==> src/hdl/page_quota_container_table_unit_assert.svh <==
// Assertion macros for the page quota container table.
// Included by the top level; compiles to nothing when SYNTHESIS is defined.
`ifndef PAGE_QUOTA_CONTAINER_TABLE_UNIT_ASSERT_SVH
`define PAGE_QUOTA_CONTAINER_TABLE_UNIT_ASSERT_SVH

`ifndef SYNTHESIS

// same-cycle implication
`define PQCT_ASSERT_IMP(label, clk, rst, ante, cons) \
  label: assert property (@(posedge clk) disable iff (rst) (ante) |-> (cons)) \
    else $error("pqct assertion failed");

// next-cycle implication
`define PQCT_ASSERT_NXT(label, clk, rst, ante, cons) \
  label: assert property (@(posedge clk) disable iff (rst) (ante) |=> (cons)) \
    else $error("pqct assertion failed");

`else

`define PQCT_ASSERT_IMP(label, clk, rst, ante, cons)
`define PQCT_ASSERT_NXT(label, clk, rst, ante, cons)

`endif

`endif

==> src/hdl/pqct_pkg.sv <==
// Shared types and constants for the page quota container table.
// No dependencies; used by the interfaces, controller, datapath and top level.
`default_nettype none

package pqct_pkg;

  // field widths fixed by the request and result formats
  localparam int OP_W       = 3;
  localparam int ID_W       = 6;
  localparam int AMT_W      = 20;
  localparam int CHILD_ID_W = 7;
  localparam int QOUT_W     = 20;
  localparam int PAR_W      = 6;
  localparam int KIDS_OUT_W = 2;
  localparam int ROOTQ_W    = 20;

  // default sizing
  localparam int NUM_CONTAINERS_DEF = 64;
  localparam int MAX_KIDS_DEF       = 3;
  localparam int COUNT_BITS_DEF     = 20;

  // operation codes
  typedef enum logic [OP_W-1:0] {
    OP_INIT  = 3'd0,
    OP_SPLIT = 3'd1,
    OP_ALLOC = 3'd2,
    OP_FREE  = 3'd3,
    OP_QUERY = 3'd4
  } op_t;

  // controller states
  typedef enum logic [1:0] {
    ST_IDLE,
    ST_EXEC,
    ST_CHILD
  } state_t;

  // controller -> datapath
  typedef struct packed {
    logic accept;      // request taken, start table read
    logic exec_fire;   // apply operation, load result register
    logic child_fire;  // write new child entry
  } ctl_cmd_t;

  // datapath -> controller
  typedef struct packed {
    logic out_free;    // result register can take a new result
    logic split_ok;    // current request is a split that succeeds
  } dp_stat_t;

endpackage

`default_nettype wire

==> src/hdl/pqct_req_if.sv <==
// Request channel: valid/ready handshake carrying one table operation.
// Depends on pqct_pkg for field widths.
`default_nettype none

interface pqct_req_if import pqct_pkg::*; ();
  logic              valid;
  logic              ready;
  logic [OP_W-1:0]   operation;
  logic [ID_W-1:0]   container_id;
  logic [AMT_W-1:0]  amount;

  modport source (output valid, operation, container_id, amount, input ready);
  modport sink   (input valid, operation, container_id, amount, output ready);
endinterface

`default_nettype wire

==> src/hdl/pqct_rsp_if.sv <==
// Result channel: valid/ready handshake carrying one operation result.
// Depends on pqct_pkg for field widths.
`default_nettype none

interface pqct_rsp_if import pqct_pkg::*; ();
  logic                  valid;
  logic                  ready;
  logic                  ok;
  logic [CHILD_ID_W-1:0] child_id;
  logic [QOUT_W-1:0]     quota_out;
  logic [QOUT_W-1:0]     usage_out;
  logic [PAR_W-1:0]      parent_out;
  logic [KIDS_OUT_W-1:0] child_count_out;
  logic                  in_use_out;

  modport source (output valid, ok, child_id, quota_out, usage_out, parent_out,
                  child_count_out, in_use_out, input ready);
  modport sink   (input valid, ok, child_id, quota_out, usage_out, parent_out,
                  child_count_out, in_use_out, output ready);
endinterface

`default_nettype wire

==> src/hdl/pqct_ctrl.sv <==
// Controller state machine: sequences table read, update and child write.
// Depends on pqct_pkg for state, command and status types.
`default_nettype none

module pqct_ctrl import pqct_pkg::*; (
  input  wire logic     clk,
  input  wire logic     rst,
  input  wire logic     req_valid,
  output logic          req_ready,
  input  wire dp_stat_t stat,
  output ctl_cmd_t      cmd
);

  state_t state, state_next;

  // state register
  always_ff @(posedge clk) begin
    if (rst) begin
      state <= ST_IDLE;
    end else begin
      state <= state_next;
    end
  end

  // next state
  always_comb begin
    state_next = state;
    case (state)
      ST_IDLE: begin
        if (req_valid) state_next = ST_EXEC;
      end
      ST_EXEC: begin
        if (stat.out_free) state_next = stat.split_ok ? ST_CHILD : ST_IDLE;
      end
      ST_CHILD: begin
        state_next = ST_IDLE;
      end
      default: begin
        state_next = ST_IDLE;
      end
    endcase
  end

  // outputs
  always_comb begin
    req_ready      = 1'b0;
    cmd.accept     = 1'b0;
    cmd.exec_fire  = 1'b0;
    cmd.child_fire = 1'b0;
    case (state)
      ST_IDLE: begin
        req_ready  = 1'b1;
        cmd.accept = req_valid;
      end
      ST_EXEC: begin
        cmd.exec_fire = stat.out_free;
      end
      ST_CHILD: begin
        cmd.child_fire = 1'b1;
      end
      default: begin
        req_ready = 1'b0;
      end
    endcase
  end

endmodule

`default_nettype wire

==> src/hdl/pqct_dp.sv <==
// Datapath: container table memory, valid bits, operation logic, result register.
// Depends on pqct_pkg; driven by pqct_ctrl through ctl_cmd_t.
`default_nettype none

module pqct_dp import pqct_pkg::*; #(
  parameter int NUM_CONTAINERS = NUM_CONTAINERS_DEF,
  parameter int MAX_KIDS       = MAX_KIDS_DEF,
  parameter int COUNT_BITS     = COUNT_BITS_DEF
) (
  input  wire logic                  clk,
  input  wire logic                  rst,
  input  wire ctl_cmd_t              cmd,
  output dp_stat_t                   stat,
  input  wire logic                  cfg_we,
  input  wire logic [ROOTQ_W-1:0]    cfg_wdata,
  input  wire logic [OP_W-1:0]       operation,
  input  wire logic [ID_W-1:0]       container_id,
  input  wire logic [AMT_W-1:0]      amount,
  input  wire logic                  rsp_ready,
  output logic                       rsp_valid,
  output logic                       ok,
  output logic [CHILD_ID_W-1:0]      child_id,
  output logic [QOUT_W-1:0]          quota_out,
  output logic [QOUT_W-1:0]          usage_out,
  output logic [PAR_W-1:0]           parent_out,
  output logic [KIDS_OUT_W-1:0]      child_count_out,
  output logic                       in_use_out
);

  localparam int AW  = (NUM_CONTAINERS > 1) ? $clog2(NUM_CONTAINERS) : 1;
  localparam int CB  = COUNT_BITS;
  localparam int KW  = $clog2(MAX_KIDS + 1);
  localparam int CHW = $clog2((2 ** ID_W) * (MAX_KIDS + 1) + 1);

  typedef struct packed {
    logic [CB-1:0]    quota;
    logic [CB-1:0]    usage;
    logic [PAR_W-1:0] parent;
    logic [KW-1:0]    kids;
    logic             in_use;
  } entry_t;

  // configuration
  logic [ROOTQ_W-1:0] root_quota;

  always_ff @(posedge clk) begin
    if (rst) begin
      root_quota <= '0;
    end else if (cfg_we) begin
      root_quota <= cfg_wdata;
    end
  end

  // latched request
  logic [OP_W-1:0] op_q;
  logic [ID_W-1:0] id_q;
  logic [CB-1:0]   amt_q;
  logic [AW-1:0]   child_q;

  always_ff @(posedge clk) begin
    if (cmd.accept) begin
      op_q  <= operation;
      id_q  <= container_id;
      amt_q <= CB'(amount);
    end
  end

  // table memory with registered read; valid bits stand in for the zero reset
  entry_t                    mem [NUM_CONTAINERS];
  logic [NUM_CONTAINERS-1:0] vld;
  logic [AW-1:0]             rd_addr;
  entry_t                    rd_q;
  logic                      rd_vld_q;
  logic                      wr_en;
  logic [AW-1:0]             wr_addr;
  entry_t                    wr_data;

  assign rd_addr = (operation == OP_INIT) ? '0 : AW'(container_id);

  always_ff @(posedge clk) begin
    if (cmd.accept) begin
      rd_q <= mem[rd_addr];
    end
    if (wr_en) begin
      mem[wr_addr] <= wr_data;
    end
  end

  always_ff @(posedge clk) begin
    if (rst) begin
      vld      <= '0;
      rd_vld_q <= 1'b0;
    end else begin
      if (cmd.accept) rd_vld_q <= vld[rd_addr];
      if (wr_en)      vld[wr_addr] <= 1'b1;
    end
  end

  // operation logic
  entry_t               ent;
  entry_t               ent_new;
  entry_t               child_ent;
  logic                 id_ok;
  logic                 upd;
  logic                 res_ok;
  logic                 split_ok;
  logic [CHW-1:0]       child;
  logic [CB:0]          sum;
  logic [CB-1:0]        headroom;
  logic [AW-1:0]        ex_addr;

  assign ent      = rd_vld_q ? rd_q : '0;
  assign id_ok    = 32'(id_q) < NUM_CONTAINERS;
  assign child    = CHW'(id_q) * CHW'(MAX_KIDS) + CHW'(ent.kids) + CHW'(1);
  assign sum      = {1'b0, ent.usage} + {1'b0, amt_q};
  assign headroom = ent.quota - ent.usage;
  assign ex_addr  = (op_q == OP_INIT) ? '0 : AW'(id_q);

  always_comb begin
    ent_new  = ent;
    upd      = 1'b0;
    res_ok   = 1'b0;
    split_ok = 1'b0;
    if (op_q == OP_INIT) begin
      ent_new.quota  = CB'(root_quota);
      ent_new.usage  = '0;
      ent_new.parent = '0;
      ent_new.kids   = '0;
      ent_new.in_use = 1'b1;
      upd            = 1'b1;
      res_ok         = 1'b1;
    end else if (id_ok) begin
      case (op_q)
        OP_SPLIT: begin
          if ((32'(ent.kids) < MAX_KIDS) && (32'(child) < NUM_CONTAINERS)) begin
            ent_new.usage = sum[CB] ? '1 : sum[CB-1:0];
            ent_new.kids  = ent.kids + KW'(1);
            upd           = 1'b1;
            res_ok        = 1'b1;
            split_ok      = 1'b1;
          end
        end
        OP_ALLOC: begin
          if (ent.in_use && (ent.usage < ent.quota)) begin
            ent_new.usage = ent.usage + CB'(1);
            upd           = 1'b1;
            res_ok        = 1'b1;
          end
        end
        OP_FREE: begin
          if (ent.in_use && (ent.usage != '0)) begin
            ent_new.usage = ent.usage - CB'(1);
            upd           = 1'b1;
            res_ok        = 1'b1;
          end
        end
        OP_QUERY: begin
          res_ok = (ent.usage <= ent.quota) && (headroom >= amt_q);
        end
        default: begin
          res_ok = 1'b0;
        end
      endcase
    end
  end

  // new child entry
  always_comb begin
    child_ent.quota  = amt_q;
    child_ent.usage  = '0;
    child_ent.parent = id_q;
    child_ent.kids   = '0;
    child_ent.in_use = 1'b1;
  end

  always_ff @(posedge clk) begin
    if (cmd.exec_fire) begin
      child_q <= AW'(child);
    end
  end

  // single write port: addressed entry on exec, child entry in the following cycle
  always_comb begin
    wr_en   = 1'b0;
    wr_addr = ex_addr;
    wr_data = ent_new;
    if (cmd.child_fire) begin
      wr_en   = 1'b1;
      wr_addr = child_q;
      wr_data = child_ent;
    end else if (cmd.exec_fire && upd) begin
      wr_en = 1'b1;
    end
  end

  // status
  assign stat.out_free = !rsp_valid || rsp_ready;
  assign stat.split_ok = split_ok;

  // result register
  always_ff @(posedge clk) begin
    if (rst) begin
      rsp_valid <= 1'b0;
    end else if (cmd.exec_fire) begin
      rsp_valid <= 1'b1;
    end else if (rsp_ready) begin
      rsp_valid <= 1'b0;
    end
  end

  always_ff @(posedge clk) begin
    if (cmd.exec_fire) begin
      ok       <= res_ok;
      child_id <= split_ok ? CHILD_ID_W'(child) : CHILD_ID_W'(NUM_CONTAINERS);
      if ((op_q == OP_INIT) || id_ok) begin
        quota_out       <= QOUT_W'(ent_new.quota);
        usage_out       <= QOUT_W'(ent_new.usage);
        parent_out      <= ent_new.parent;
        child_count_out <= KIDS_OUT_W'(ent_new.kids);
        in_use_out      <= ent_new.in_use;
      end else begin
        quota_out       <= '0;
        usage_out       <= '0;
        parent_out      <= '0;
        child_count_out <= '0;
        in_use_out      <= 1'b0;
      end
    end
  end

endmodule

`default_nettype wire

==> src/hdl/page_quota_container_table_unit.sv <==
// Page quota container table: a table of containers, each with a page quota,
// usage, parent, child count and in-use flag, serving init, split, alloc, free
// and query requests one at a time. A request takes a table read, then update
// and result, and a successful split also a second write to the single-port
// table for the new child entry. The result register lets the next request
// enter while a result waits to be taken; a new result is loaded only once
// the previous one has left. The table is a memory with registered read; one
// valid bit per entry, cleared by reset, makes never-written entries read as
// zero, so no clearing pass is needed.
`default_nettype none
`include "page_quota_container_table_unit_assert.svh"

module page_quota_container_table_unit import pqct_pkg::*; #(
  parameter int NUM_CONTAINERS = NUM_CONTAINERS_DEF,
  parameter int MAX_KIDS       = MAX_KIDS_DEF,
  parameter int COUNT_BITS     = COUNT_BITS_DEF
) (
  input  wire logic               clk,
  input  wire logic               rst,
  pqct_req_if.sink                req,
  pqct_rsp_if.source              rsp,
  input  wire logic               cfg_we,
  input  wire logic [ROOTQ_W-1:0] cfg_wdata
);

  ctl_cmd_t cmd;
  dp_stat_t stat;
  logic     req_ready;

  assign req.ready = req_ready;

  // controller
  pqct_ctrl u_ctrl (
    .clk       (clk),
    .rst       (rst),
    .req_valid (req.valid),
    .req_ready (req_ready),
    .stat      (stat),
    .cmd       (cmd)
  );

  // datapath
  pqct_dp #(
    .NUM_CONTAINERS (NUM_CONTAINERS),
    .MAX_KIDS       (MAX_KIDS),
    .COUNT_BITS     (COUNT_BITS)
  ) u_dp (
    .clk             (clk),
    .rst             (rst),
    .cmd             (cmd),
    .stat            (stat),
    .cfg_we          (cfg_we),
    .cfg_wdata       (cfg_wdata),
    .operation       (req.operation),
    .container_id    (req.container_id),
    .amount          (req.amount),
    .rsp_ready       (rsp.ready),
    .rsp_valid       (rsp.valid),
    .ok              (rsp.ok),
    .child_id        (rsp.child_id),
    .quota_out       (rsp.quota_out),
    .usage_out       (rsp.usage_out),
    .parent_out      (rsp.parent_out),
    .child_count_out (rsp.child_count_out),
    .in_use_out      (rsp.in_use_out)
  );

  // one request in flight: no accept in the cycle after an accept
  `PQCT_ASSERT_NXT(a_one_in_flight, clk, rst, req.valid && req_ready, !req_ready)
  // child entry write only follows a successful split
  `PQCT_ASSERT_IMP(a_child_after_split, clk, rst, cmd.child_fire, $past(cmd.exec_fire && stat.split_ok))
  // a result appears only after an operation was applied
  `PQCT_ASSERT_IMP(a_rsp_from_exec, clk, rst, $rose(rsp.valid), $past(cmd.exec_fire))

endmodule

`default_nettype wire

==> src/flat_wrapper.sv <==
// flat-port wrapper written by rule: the top's interface ports become plain ports
module page_quota_container_table_unit_flat import pqct_pkg::*;
#(
  parameter int NUM_CONTAINERS = NUM_CONTAINERS_DEF,
  parameter int MAX_KIDS       = MAX_KIDS_DEF,
  parameter int COUNT_BITS     = COUNT_BITS_DEF
)
  (clk, rst, cfg_we, cfg_wdata, req_valid, req_operation, req_container_id, req_amount, req_ready, rsp_valid, rsp_ok, rsp_child_id, rsp_quota_out, rsp_usage_out, rsp_parent_out, rsp_child_count_out, rsp_in_use_out, rsp_ready);
  pqct_req_if req_i ();
  pqct_rsp_if rsp_i ();
  input  wire logic clk;
  input  wire logic rst;
  input  wire logic cfg_we;
  input  wire logic [ROOTQ_W-1:0] cfg_wdata;
  input wire logic [$bits(req_i.valid)-1:0] req_valid;
  input wire logic [$bits(req_i.operation)-1:0] req_operation;
  input wire logic [$bits(req_i.container_id)-1:0] req_container_id;
  input wire logic [$bits(req_i.amount)-1:0] req_amount;
  output wire logic [$bits(req_i.ready)-1:0] req_ready;
  output wire logic [$bits(rsp_i.valid)-1:0] rsp_valid;
  output wire logic [$bits(rsp_i.ok)-1:0] rsp_ok;
  output wire logic [$bits(rsp_i.child_id)-1:0] rsp_child_id;
  output wire logic [$bits(rsp_i.quota_out)-1:0] rsp_quota_out;
  output wire logic [$bits(rsp_i.usage_out)-1:0] rsp_usage_out;
  output wire logic [$bits(rsp_i.parent_out)-1:0] rsp_parent_out;
  output wire logic [$bits(rsp_i.child_count_out)-1:0] rsp_child_count_out;
  output wire logic [$bits(rsp_i.in_use_out)-1:0] rsp_in_use_out;
  input wire logic [$bits(rsp_i.ready)-1:0] rsp_ready;
  assign req_i.valid = req_valid;
  assign req_i.operation = req_operation;
  assign req_i.container_id = req_container_id;
  assign req_i.amount = req_amount;
  assign req_ready = req_i.ready;
  assign rsp_valid = rsp_i.valid;
  assign rsp_ok = rsp_i.ok;
  assign rsp_child_id = rsp_i.child_id;
  assign rsp_quota_out = rsp_i.quota_out;
  assign rsp_usage_out = rsp_i.usage_out;
  assign rsp_parent_out = rsp_i.parent_out;
  assign rsp_child_count_out = rsp_i.child_count_out;
  assign rsp_in_use_out = rsp_i.in_use_out;
  assign rsp_i.ready = rsp_ready;
  page_quota_container_table_unit #(.NUM_CONTAINERS(NUM_CONTAINERS), .MAX_KIDS(MAX_KIDS), .COUNT_BITS(COUNT_BITS)) u_core (.clk(clk), .rst(rst), .req(req_i), .rsp(rsp_i), .cfg_we(cfg_we), .cfg_wdata(cfg_wdata));
endmodule
==> config.mk <==
export PLATFORM = sky130hd
export DESIGN_NAME = page_quota_container_table_unit_flat
export DESIGN_NICKNAME = d
export VERILOG_FILES = /design/src/hdl/pqct_pkg.sv /design/src/hdl/pqct_req_if.sv /design/src/hdl/pqct_rsp_if.sv /design/src/hdl/pqct_ctrl.sv /design/src/hdl/pqct_dp.sv /design/src/hdl/page_quota_container_table_unit.sv /design/src/flat_wrapper.sv
export VERILOG_INCLUDE_DIRS = /design/src /design/src/hdl
export SDC_FILE = /design/constraint.sdc
export NUM_CORES = 2
export LEC_CHECK = 0
export ABC_AREA = 1
export BUFFER_PORTS_ARGS = -buffer_cell sky130_fd_sc_hd__buf_2
export CORE_MARGIN = 3
export CORE_UTILIZATION = 60
export DETAILED_ROUTE_END_ITERATION = 8
export GPL_TIMING_DRIVEN = 0
export PLACE_DENSITY = 0.86
export SYNTH_ARGS = -nofsm -noshare
export SYNTH_HDL_FRONTEND = slang
export SYNTH_HIERARCHICAL = 1
export SYNTH_SLANG_ARGS = --single-unit
==> constraint.sdc <==
create_clock -name clk -period 14.3 [get_ports clk]
set_clock_uncertainty 0.15 [all_clocks]
set_input_delay 2.145 -clock clk [delete_from_list [all_inputs] [get_ports clk]]
set_output_delay 2.145 -clock clk [all_outputs]
set_load 0.005 [all_outputs]
After elaboration in Yosys (flattened, before gate mapping):

Memory sizes are Yosys's and may differ from the RTL's. A register that Yosys moved wholly into a read port is not among the register bits.
Index checks and enable logic that the tools add are counted.

* memories: 1
* logic and storage cells: 99
* RAM bits: 3136
* bits of input ports: 54
* output and inout port bits: 59
* register bits: 180

* add/subtract/negate cells: 7
* muxes and demuxes: 43
* eq/ne operators: 8
* multipliers: 1
* bitwise logic cells: 1
* $lt $le $gt $ge: 8
* reductions and logical operators: 14

Memory list
* u_core.u_dp.mem: words 64, bits a word 49, rd ports 1, clocked after Yosys merged registers in 1, wr ports 1, line pqct_dp.sv:69 `entry_t mem [NUM_CONTAINERS];`

Operators by type and width (number)
* 20-bit two-way mux: 6
* 49-bit two-way mux: 2
* 64-bit bitwise OR: 1
* 20-bit case mux with 3 select lines: 1
* 6-bit two-way mux: 4
* 20-bit by 20-bit adder with 21-bit output: 1
* 20-bit by 1-bit adder with 20-bit output (second input constant): 1
* 20-bit greater-or-equal comparator: 1
* 20-bit <= comparator: 1
* 20-bit less-than comparator: 1
* 20-bit nonzero test: 1
* 20-bit by 1-bit subtractor with 20-bit output (second input constant): 1
* 20-bit subtractor: 1
* 1-bit two-way mux: 19
* 6-bit by 7-bit less-than comparator with 1-bit output (second input constant): 2
* 2-bit two-way mux: 6
* 8-bit by 2-bit adder with 9-bit output: 1
* 9-bit by 1-bit adder with 9-bit output (second input constant): 1
* 9-bit by 7-bit less-than comparator with 1-bit output (second input constant): 1
* 6-bit by 2-bit multiplier with 8-bit output (second input constant): 1
* 1-bit binary-select mux with 6-bit select: 1
* 1-bit demux with 6-bit select: 1
* 3-bit by 2-bit == test with 1-bit output (second input constant): 2
* 6-bit by 1-bit greater-or-equal comparator with 1-bit output (second input constant): 1
* 17 further kinds: 24

Logic depth before layout (Yosys ltp):

* depth after elaboration: 13
* gate-level depth with buffers: 27
* gate-level depth less buffers: 23

Modules after synthesis:

Netlist, hierarchy kept.

By module, submodules not included
* pqct_dp: cells an instance 10625, area an instance 141194.2 um^2, instances 1, seq. area each 100126.0 um^2
* pqct_ctrl: cells an instance 13, area an instance 97.6 um^2, instances 1, seq. area each 40.0 um^2

Least setup slack after synthesis:

OpenSTA, ideal clock, no wires.

* path type: flip-flop to flip-flop
* from: reg u_core.u_dp.rd_vld_q
* to: mem u_core/u_dp/mem[0][1] (netlist bit), data pin
* arrival: 6666 ps
* cell stages (with the launch flop): 19
* required time: 13286 ps
* buffers on the path: 5
* setup slack: 6620 ps
* clock period less this slack: 7680 ps
* cell sequence: dfxtp_1 -> buf_6 -> buf_6 -> clkbuf_1 -> buf_1 -> nand2_1 -> inv_1 -> fa_1 -> fa_1 -> nand3_1 -> nand3_1 -> nand2_1 -> nand2_1 -> nor2_1 -> nand2_1 -> clkbuf_1 -> inv_2 -> nor2_1 -> nor4_1

RTL lines
* start: declaration: line pqct_dp.sv:73 `logic rd_vld_q;`
* start signal: assignment: line pqct_dp.sv:94 `if (cmd.accept) rd_vld_q <= vld[rd_addr];`
* end: declaration: line pqct_dp.sv:69

==> flow_summary.toml <==
[run_status]
status = "finished with violations"
violations = "design-rule violations, max-capacitance violations, max-slew violations"

[synth]
synth.most_common_cell = "edfxtp_1"
synth_top_family_by_area = "simple AND/OR/NAND/NOR gates"
syn-num-nets = 10770
synth_fa_ha_area_share_pct = 0.7208
yosys_warnings = 6
synthMuxAreaShare_pct = 0
synth_area_per_cell_um2 = 13.28
synthXorXnorAreaFrac_pct = 0.3223
synth-simple-area-share_pct = 14.49
synth_compound_area_share_pct = 10.27
synth_top_area_share_pct = 69.65
synthTopCellsByArea = "edfxtp_1 70%, o211ai_1 8.0%, or2_2 6.1%"
synth_top_area_cell = "edfxtp_1"
synthArstFlopShare_pct = 0
synth-edff-count = 3277
synth.top_cells.by_count = "3277 x edfxtp_1, 1509 x o211ai_1, 1400 x nand3_1, 1372 x or2_2, 635 x nand2_1"
ys_seq_area_share_pct = 70.89
synth_seq_cells = 3365
synthFlopType = "edfxtp_1"
syn_area_mm2 = 0.1413
synthCells = 10640
yosysUniqueCellTypes = 50

[timing]
slew_violations = 150
fmaxAchievable_mhz = 138.1
finalCriticalPeriod_ps = 7241
period_share_pct = 50.63
rsz0062_at_grt = "false"
hold_ws_ps = 303.7
finalHoldViolCount = 0
maxSlewHeadroom_pct = -11.34
setup_viol = 0
worstMarginPinSlew_ps = 1670
finalSetupTns_ps = 0

[floorplan]
die-area_mm2 = 0.2413
io_pins = 113
dieWidth_um = 491.3
die_h_um = 491.3
coreArea_mm2 = 0.2334
rows = 177
initial_core_util_pct = 60.53

[clocking]
cts_sinks = 3365
post_cts_buffers = 0
clock_path_buffers = 4
cts_made_buffers = 341
clk_latency_ps = 1010
clk_pin_slew_ps = 60
cts_tree = "done"
root_buffer = "clkbuf_16"
cts.repair.resized = 0
cts_max_level = 5
hold_buffers = 0

[routing]
dr.pass1.iters = 9
drt_first_iter_violations = 18240
drc_errors = 3
post_drt_via_cell_ratio = 6.905
routed_wirelength_um = 489100
final_antenna_net_count = 0
wl_per_cell_um = 33.46
vias = 100900

[global_route]
overflow = 0
antenna_found_initial = 54
grt_pass1_vias = 96290
grt_max_degree = 67
grt_pass1_wl_um = 683300
track_usage_pct = 39.68

[final_layout]
area_growth_pct = 12.45
layout-drive-gt1-share_pct = 20.75
nNetsFinal = 11330
final_cells = 14610
fillers = 14950
fin_util_pct = 68.07

[power_and_ir_drop]
power_leakage_nw = 52.84
p_per_area_mw_per_mm2 = 139.0
peakVddDrop_uv = 167.9

[setup_path]
worstSetupPathType = "flop to flop"
end_kind = "flop"
cp_max_fo = 13
start_kind = "flop"
crit_arrival_ps = 7880
ff2ff_setup_slack_ps = 7060
required_ps = 14940

[placed_design]
gp_congestion = 1.206
placedCellCount = 13980
port_buffers = 112
place_hpwl_um = 336400

[hold_path]
hp-class = "flop to flop"

[flow_run]
cap_violations = 7
area by class of cell:
type / instances / area [um2] / share of cell area, %
Buffer: 756 / 3072 / 1.933
Tap cell: 3132 / 3919 / 2.466
Timing Repair Buffer: 211 / 2440 / 1.536
Antenna cell: 45 / 112.6 / 0.07087
Clock inverter: 160 / 1563 / 0.9836
Inverter: 429 / 1622 / 1.021
Sequential cell: 3365 / 100200 / 63.04
Clock buffer: 428 / 9090 / 5.721
Multi-Input combinational cell: 6088 / 36900 / 23.23
layout by cell type (no fill, tap or decap), types with 84 or more instances in the layout:
master,instances
buf_12,84
inv_1,347
o21ai_0,272
nor2_1,290
dfxtp_1,88
or2_2,1372
clkbuf_1,652
a21oi_1,132
o22ai_1,98
edfxtp_1,3277
buf_2,182
nand3_1,1399
clkbuf_16,349
nand2_1,629
o211ai_1,1509
through the flow:
| stage | setup slack [ps] | cell area (um2) | power, mW |
|---|---|---|---|
| after floorplan | 6620 | 141300 | 12.37 |
| after global placement | -205.8 | 145800 | 13.37 |
| after detailed placement | 7053 | 148100 | 13.46 |
| after CTS | 7267 | 158700 | 21.95 |
| after global routing | 6779 | 158800 | 22.50 |
| final | 7059 | 158900 | 22.08 |
critical path, cell delays in order (launching register included):
cell	delay, ps
dfxtp_1	320
buf_6	140
buf_6	170
clkbuf_1	330
buf_1	530
nand2_1	160
inv_1	160
fa_1	470
fa_1	460
nand3_1	140
nand3_1	90
nand2_1	90
nand2_1	50
nor2_1	610
nand2_1	430
clkbuf_1	380
inv_2	160
nor2_1	70
nor4_2	710
buf_4	360
buf_4	230
buf_4	200
buf_4	210
buf_4	220
buf_4	220
sequential cells by signal, indices dropped and copies added (netlist names), 7 cells and up:
name / count
u_core/u_dp/amt_q: 20
u_core/u_dp/mem: 3136
u_core/u_dp/quota_out: 20
u_core/u_dp/rd_q: 49
u_core/u_dp/root_quota: 20
u_core/u_dp/usage_out: 20
u_core/u_dp/vld: 64
u_core/u_dp/child_id: 7
cell families after synthesis:
kind of cell | count (synthesis)
compound gates | 2091
xor+xnor | 52
fa+ha+maj | 79
buf+inv | 1185
flops | 3365
simple gates | 3866
final timing paths:
| path | end | from | cells after the start |
|---|---|---|---|
| setup / recovery | u_core/u_dp/mem[10][1] | u_core/u_dp/rd_vld_q | 24 |
| hold / removal | u_core/u_dp/vld[21] | u_core/u_dp/vld[21] | 2 |
| setup reg to reg | u_core/u_dp/mem[10][1] | u_core/u_dp/rd_vld_q | 24 |
| hold reg to reg | u_core/u_dp/vld[21] | u_core/u_dp/vld[21] | 2 |
where the power goes:
part | total, mW | switching (mW) | internal [mW]
clock | 8.66 | 3.64 | 5.02
sequential | 11.0 | 0.0254 | 11.0
combinational | 2.43 | 1.83 | 0.598
total | 22.1 | 5.50 | 16.6
routing by layer:
layer | up-vias | track usage (%) | routed length (um)
met5 | - | 0.6349 | 739
met4 | 46 | 24.41 | 38140
met3 | 1875 | 13.81 | 75760
met2 | 9222 | 58.16 | 210500
met1 | 48770 | 50.98 | 163900
li1 | 40990 | - | -
(Power assumes the default switching activity.)
